### src/sv/lpe_ram.sv
// generic single write port ram with registered read
`default_nettype none

module lpe_ram #(
  parameter int WIDTH = 8,
  parameter int DEPTH = 16
) (
  input  wire logic                     clk,
  input  wire logic                     we,
  input  wire logic [$clog2(DEPTH)-1:0] waddr,
  input  wire logic [WIDTH-1:0]         wdata,
  input  wire logic [$clog2(DEPTH)-1:0] raddr,
  output logic      [WIDTH-1:0]         rdata
);

  logic [WIDTH-1:0] mem [DEPTH];

  always_ff @(posedge clk) begin
    if (we) begin
      mem[waddr] <= wdata;
    end
    rdata <= mem[raddr];
  end

endmodule

`default_nettype wire

### config.mk
export PLATFORM = sky130hd
export DESIGN_NAME = lpe_ram
export DESIGN_NICKNAME = d
export VERILOG_FILES = /design/src/sv/lpe_ram.sv
export SDC_FILE = /design/constraint.sdc
export NUM_CORES = 1
export LEC_CHECK = 0
export BUFFER_PORTS_ARGS = -buffer_cell sky130_fd_sc_hd__buf_4
export CORE_ASPECT_RATIO = 0.8
export CORE_MARGIN = 1
export CORE_UTILIZATION = 61
export DETAILED_ROUTE_END_ITERATION = 7
export GPL_TIMING_DRIVEN = 0
export HOLD_SLACK_MARGIN = 0.03
export PLACE_DENSITY = 0.9
export SLEW_MARGIN = 5
export SYNTH_ARGS = -nofsm -noshare
export SYNTH_HDL_FRONTEND = slang
export SYNTH_SLANG_ARGS = --single-unit
### constraint.sdc
create_clock -name clk -period 5.3 [get_ports clk]
set_input_delay 1.06 -clock clk [delete_from_list [all_inputs] [get_ports clk]]
set_output_delay 1.06 -clock clk [all_outputs]
set_load 0.005 [all_outputs]
* After elaboration in Yosys (flattened, before gate mapping)
Memory sizes are Yosys's and may differ from the RTL's. A register that Yosys moved wholly into a read port is not among the register bits.
Index checks and enable logic that the tools add are counted.
** Operators by class
- Multiply operators :: 0
- Bitwise logic cells :: 0
- Div/mod/pow operators :: 0
- $add $sub $neg :: 0
- Reductions and logical operators :: 0
- Multiplexer cells :: 2
- Shift operators :: 0
- Eq/ne operators :: 0
- Order comparisons :: 0
** Operators with widths (count)
- $mux W1 :: 2
** Storage, ports and cells
- Input bits :: 18
- Register bits :: 0
- Output and inout port bits :: 8
- Memories :: 1
- Bits in read-only memories :: 0
- Bits in latches :: 0
- Logic and storage cells :: 3
- Memory bits (writable) :: 128
** Memories
- mem :: words 16, width 8, rd ports 1, clocked after memory_dff 1, wr ports 1, line 16 : logic [WIDTH-1:0] mem [DEPTH];

* Depth between registers and ports, before layout
Gate-level depths: netlist (run 1).
- Depth in word-level cells :: 2
- Mapped depth :: 5
- Mapped depth without buffers :: 3

* Worst setup path before layout (run 1)
No wires, ideal clock.
- Path kind :: input -> register
- Start :: input port waddr[2]
- End :: memory mem[0][0], enable pin
- Library setup time :: 383 ps
- Buffers on the path :: 0
- Stages :: 2
- Setup slack :: 2747 ps
- Data arrival time :: 2170 ps
- Required time :: 4917 ps
- Cells stage by stage :: or3b_2 -> nor3_1
** RTL lines
- start: declaration :: line 10 : input wire logic [$clog2(DEPTH)-1:0] waddr,
- end: declaration :: line 16
No word-level cell before the write port.

* Worst setup path in the final report (run 1)
- Start :: input port waddr[2]
- End :: memory mem[0][5], enable pin
No word-level cell before the write port.

==> impl_results.md, run 1 <==
- Fillers: 454
- Peak VDD IR: 238.0 uV
- Hold Path Class: reg -> reg
- Antenna violations before repair: 0
- Worst-Margin Slew: 1315 ps
- # H-tree levels: 4
- Unique masters post-synth: 19
- CTS root buf: clkbuf_8
- Clk_lat worst skew: 520 ps
- Most common cell after layout, fill and taps aside: edfxtp_1
- Crit share post-route: 0.4895
- Crit-path cells: buf_4, or3b_2, nor3_1
- CP required: 5430 ps
- Worst slew margin: 0.1167
- Nets@finish: 290
- Most frequent cells in the layout: edfxtp_1, buf_4, mux4_2
- Initial core utilization: 0.6390
- YS warnings: 0
- Outcome: finished clean
- Power, Total: 2.372 mW
- Clock transition at path regs: 60 ps
- Critical path class: in -> reg
- Clk sinks: 136
- Slew Viols, Final: 0
- Pleak: 2.010 nW
- Total number of vias: 2,415
- Vias in the first global route: 2,466
- DRC: 0
- Antenna Cells: 0
- RePlAce Congestion: 0.7603
- Synth Register Bits: 136
- Slowest-stage cell, CP: nor3_1
- Seq/Total Area, Yosys: 0.7778
- First-pass GRT wire length: 14,770 um
- Syn_area_per_cell: 22.48 sq um
- Placed Cells: 361
- Standard-cell row count: 29
- Setup Fix Bufs, Post-CTS: 0
- FMAX: 385.5 MHz
- Setup crit end kind: flip-flop
- PortBufs: 24
- Setup-failing EPs final: 0
- Clk buf depth: 2
- Clock skew: 4.665 ps
- Final Hold Fails: 0
- Core Area: 0.008055 sq mm
- CTS buffer count: 17
- Max FO, Critical Path: 8
- Cells after synthesis: 229
- Remaining antenna violation count: 0
- DP Wirelength: 5928 um
- Via/cell ratio: 6.161
- Post-cts repair resize count: 0
- I/O Pins: 26
- Hold_ws: 683.8 ps
- CP peak stage delay: 1020 ps
- Overall Global Routing Usage: 0.2477
- Worst Path Arrival: 2720 ps
- Pre-antenna DRT Iters: 6
- WP buf/inv: 1
- CTS tree: done
- Finished Layout Cells: 392
- CTS hold repair buffers: 0
- Die X: 104.7 um
- Largest net degree at the start of global routing: 17
- Maxcap violations: 0
- Syn Nets: 247
- Synthesized cell area: 0.005147 sq mm
- Setup TNS: 0 ps
- Synthesis-to-layout area growth: 16.41%
- Crit path max-delay family: simple AND/OR/NAND/NOR gates
- Routed wire length: 9799 um
- Crit path launch type: input pin
- Chip height: 84.16 um
- Die area: 0.008812 sq mm
- Reg2Reg Setup Slack: 3910 ps
- Power density over the cells: 395.9 mW/mm^2
- Share of cells above drive strength 1: 0.2923
- Routed wire per std cell: 25.00 um
- Initial DRC Count: 193
- RSZ-0062 raised after global routing: no
- Total gr overflow: 0
- Post-layout minimum cycle time: 2594 ps
==> power breakdown <==
| part | internal (mW) | switching [mW] |
|---|---|---|
| clock network | 0.611 | 0.431 |
| registers | 1.20 | 0.00619 |
| logic | 0.0549 | 0.0660 |
==> final timing paths <==
| kind | startpoint | endpoint | depth (start not counted) |
|---|---|---|---|
| setup / recovery | waddr[2] | mem[0][5] | 3 |
| hold / removal | mem[8][1] | rdata[1] | 3 |
| setup reg to reg | mem[5][2] | rdata[2] | 3 |
| hold reg to reg | mem[8][1] | rdata[1] | 3 |
==> per-layer routing <==
layer | routed length, um | track usage | part of all wire | up-vias
li1 | - | - | - | 1058
met1 | 4245 | 0.3718 | 0.43 | 1244
met2 | 4667 | 0.3642 | 0.48 | 104
met3 | 813 | 0.07376 | 0.083 | 9
met4 | 72 | 0.06914 | 0.0073 | 0
met5 | 0 | 0 | 0 | -
==> through the flow <==
step	setup WS [ps]	cell area [sq um]	util
3_3_place_gp	2231	5463	0.6782
3_5_place_dp	2205	5463	0.6782
5_1_grt	2654	5992	0.7439
6_report	2706	5992	0.7439
4_1_cts	2716	5987	0.7432
2_1_floorplan	2747	5147	-
==> logic make-up (layout without fill, tap and decap cells) <==
| group | Yosys count | count (layout) | synth area share |
|---|---|---|---|
| compound gates | 16 | 16 | 0.02334 |
| buf+inv | 10 | 65 | 0.01677 |
| flops | 136 | 136 | 0.7778 |
| mux | 32 | 32 | 0.1502 |
| simple gates | 35 | 35 | 0.03184 |
==> area by class of cell <==
type	instances	area, sq um	area share
Sequential cell	136	4004	0.6682
Clock inverter	14	110.1	0.01838
Multi-Input combinational cell	83	1062	0.1773
Buffer	10	86.33	0.01441
Timing Repair Buffer	24	180.2	0.03007
Clock buffer	17	414.1	0.06912
Tap cell	108	135.1	0.02255
==> cells in the mapped netlist (all sizes together) <==
master           n  share of area
or3b             1         0.0017
nor2b            1         0.0012
nand3            1        0.00097
and2b            1         0.0015
and2             1         0.0012
buf              7          0.011
nand2            9         0.0066
nor2            13         0.0095
edfxtp         128           0.75
a22oi           16          0.023
clkdlybuf4s25    3         0.0058
mux4            32           0.15
nor3             4         0.0039
dfxtp            8          0.031
nand3b           2         0.0029
nand2b           2         0.0024
==> registers in the layout, summed over array words and instances, names as in the netlist <==
name   flops
mem      128
rdata      8
==> tightest hold or removal path: cells and delay by family, from the launching register on <==
kind	cells	cell delay, ps
multiplexers	1	210
AO/OA/AOI/OAI	1	80
flip-flops	1	310
AND/OR/NAND/NOR	1	60
Power figures use the tool's default switching activity.
==> run 2: changes to the inputs <==
ABC_AREA = 1   (was not set)
CORE_UTILIZATION = 55   (was 61)
PLACE_DENSITY = 0.86   (was 0.9)
clock period = 2.3 ns   (was 5.3 ns; I/O delays follow)
==> run 2 against run 1 <==
Compared with the run above:
- clock power is 130% higher
- register-to-register slack worse by 2700 ps
- global-route usage is 3.7 points higher
- count of clock-buffer cells in the layout is 3 higher
- largest cell class unchanged
- highest routed layer unchanged
==> impl_results.md, run 2 <==
- Yosys top cell area share: 0.6665
- Setup TNS: 0 ps
- Standard-cell row count: 33
- Clock skew: 6.375 ps
- RSZ-0062 raised after global routing: no
- Synthesized cell area: 0.005767 sq mm
- RePlAce Congestion: 0.9000
- CTS root buf: clkbuf_16
- Hold Path Class: in -> reg
- Worst Setup SP: waddr[3]
- Clk sinks: 136
- I/O Pins: 26
- Switching part of the total: 0.2223
- Clock transition at path regs: 60 ps
- YS warnings: 0
- Nets@finish: 610
- FMAX: 635.0 MHz
- Total gr overflow: 0
- Adder-cell share of the synthesized area: 0
- Async S/R FF share, synth: 0
- Largest family of logic cells by synthesized area: simple AND/OR/NAND/NOR gates
- Die area: 0.01090 sq mm
- Most common cell in the synthesized netlist: nand2_1
- Pleak: 2.874 nW
- Clock Power Share: 0.433
- # H-tree levels: 4
- Antenna violations before repair: 0
- Routed wire per std cell: 18.88 um
- Routed wire length: 14,070 um
- Worst slew margin: 0.3666
- Initial core utilization: 0.5632
- Remaining antenna violation count: 0
- PortBufs: 22
- Total number of vias: 4,092
- Worst-Margin Slew: 946.7 ps
- Setup-failing EPs final: 0
- Worst Reg-to-Reg Cells: 6
- CTS hold repair buffers: 0
- Compound-Gate Fraction of Synth Area: 0
- Synth area leaders: edfxtp_1, nand2_1, nand3_1, inv_1, dfxtp_1
- Initial DRC Count: 455
- Top reg by flops: mem
- Clk_lat worst skew: 420 ps
- Top flop regs: mem (128), rdata (8)
- Share of cells above drive strength 1: 0.1157
- Seq/Total Area, Yosys: 0.6943
- Setup crit end kind: flip-flop
- Combinational power share: 0.069
- Most frequent cells in the layout: nand2_1, edfxtp_1, inv_1
- Max reg flops: 128
- Post-layout minimum cycle time: 1575 ps
- First-pass GRT wire length: 21,100 um
- Clk buf depth: 2
- Mux cell area share after synthesis: 0
- Crit share post-route: 0.6847
- Syn Nets: 569
- Vias in the first global route: 3,834
- Critical R2R Launch: mem[14][5]
- Reg power frac: 0.499
- Hold_ws: 365.7 ps
- Outcome: finished clean
- Int Power: 4.347 mW
- Max FO, Critical Path: 8
- Overall Global Routing Usage: 0.2851
- Hold path start: wdata[2]
- Worst Path Arrival: 1620 ps
- Simple-gate share of the synthesized area: 0.2105
- Chip height: 93.59 um
- Synth Register Bits: 136
- Most common cell after layout, fill and taps aside: nand2_1
- Syn_area_per_cell: 10.47 sq um
- Commonest cells in the synthesized netlist: nand2_1, edfxtp_1, inv_1, nand3_1, nor2_1
- Unique masters post-synth: 12
- Worst hold stages: 1
- Die X: 116.5 um
- CP required: 2340 ps
- Core Area: 0.01024 sq mm
- DRC: 0
- Cell taking the most area after synthesis: edfxtp_1
- Via/cell ratio: 5.493
- Maxcap violations: 0
- Pre-antenna DRT Iters: 6
- Ys flop type: edfxtp_1
- DP Wirelength: 9147 um
- Setup Fix Bufs, Post-CTS: 0
- NetSw: 1.243 mW
- Slew Viols, Final: 0
- XOR/XNOR Fraction of Synth Area: 0
- Cells after synthesis: 551
- Crit path launch type: input pin
- Synthesis-to-layout area growth: 14.95%
- Fillers: 806
- Antenna Cells: 0
- Peak VDD IR: 823.8 uV
- Largest net degree at the start of global routing: 17
- Power density over the cells: 843.2 mW/mm^2
- Final Hold Fails: 0
- CTS tree: done
- Critical path class: in -> reg
- CTS buffer count: 17
- Post-cts repair resize count: 0
- Number of synthesized flops with an enable pin: 128
## run 2: critical path, cell delays in order
cell and delay, ps:
buf_4 120, nand3b_1 260, nor2_1 770
## run 2: layer usage
| layer | share of wire | track usage | vias up |
|---|---|---|---|
| li1 | - | - | 1852 |
| met1 | 0.39 | 0.3815 | 1948 |
| met2 | 0.46 | 0.4181 | 263 |
| met3 | 0.13 | 0.09786 | 29 |
| met4 | 0.026 | 0.1346 | 0 |
| met5 | 0 | 0 | - |
## run 2: final timing paths
check,to,slack [ps]
setup / recovery,mem[6][0],730
hold / removal,mem[14][2],370
setup reg to reg,rdata[5],1230
hold reg to reg,rdata[1],720
## run 2: per-stage QoR
step / utilization / setup slack, ps / std cells / power [mW] / area (sq um)
after floorplan: - / 889.2 / 551 / 3.033 / 5767
after global placement: 0.5964 / 395.2 / 713 / 3.190 / 6107
after detailed placement: 0.5964 / 362.4 / 713 / 3.208 / 6107
after CTS: 0.6474 / 810.5 / 745 / 5.594 / 6629
after global routing: 0.6474 / 658.4 / 745 / 5.722 / 6629
final: 0.6474 / 725.2 / 745 / 5.589 / 6629
## run 2: kinds of logic (layout without fill, tap and decap cells)
| logic type | Yosys count | after routing |
|---|---|---|
| flops | 136 | 136 |
| simple gates | 289 | 289 |
| buf+inv | 126 | 180 |
## run 2: power by group through the flow
stage	Clock (mW)	Sequential (mW)	Combinational [mW]
finish	2.42	2.79	0.383
global route	2.52	2.79	0.410
CTS	2.43	2.79	0.373
detailed placement	0	2.84	0.371
global placement	0	2.83	0.356
floorplan	0	2.84	0.195
## run 2: area by class of cell
cell class                 instances  area (sq um)  share of cell area
sequential                       136          4004              0.6040
tap                              140         175.2             0.02643
clock inverter                    12         85.08             0.01284
clock buffer                      20         436.7             0.06587
inverter                         102         382.9             0.05776
timing repair buffer              22         165.2             0.02491
multi-input combinational        289          1214              0.1831
buffer                            24         166.4             0.02510
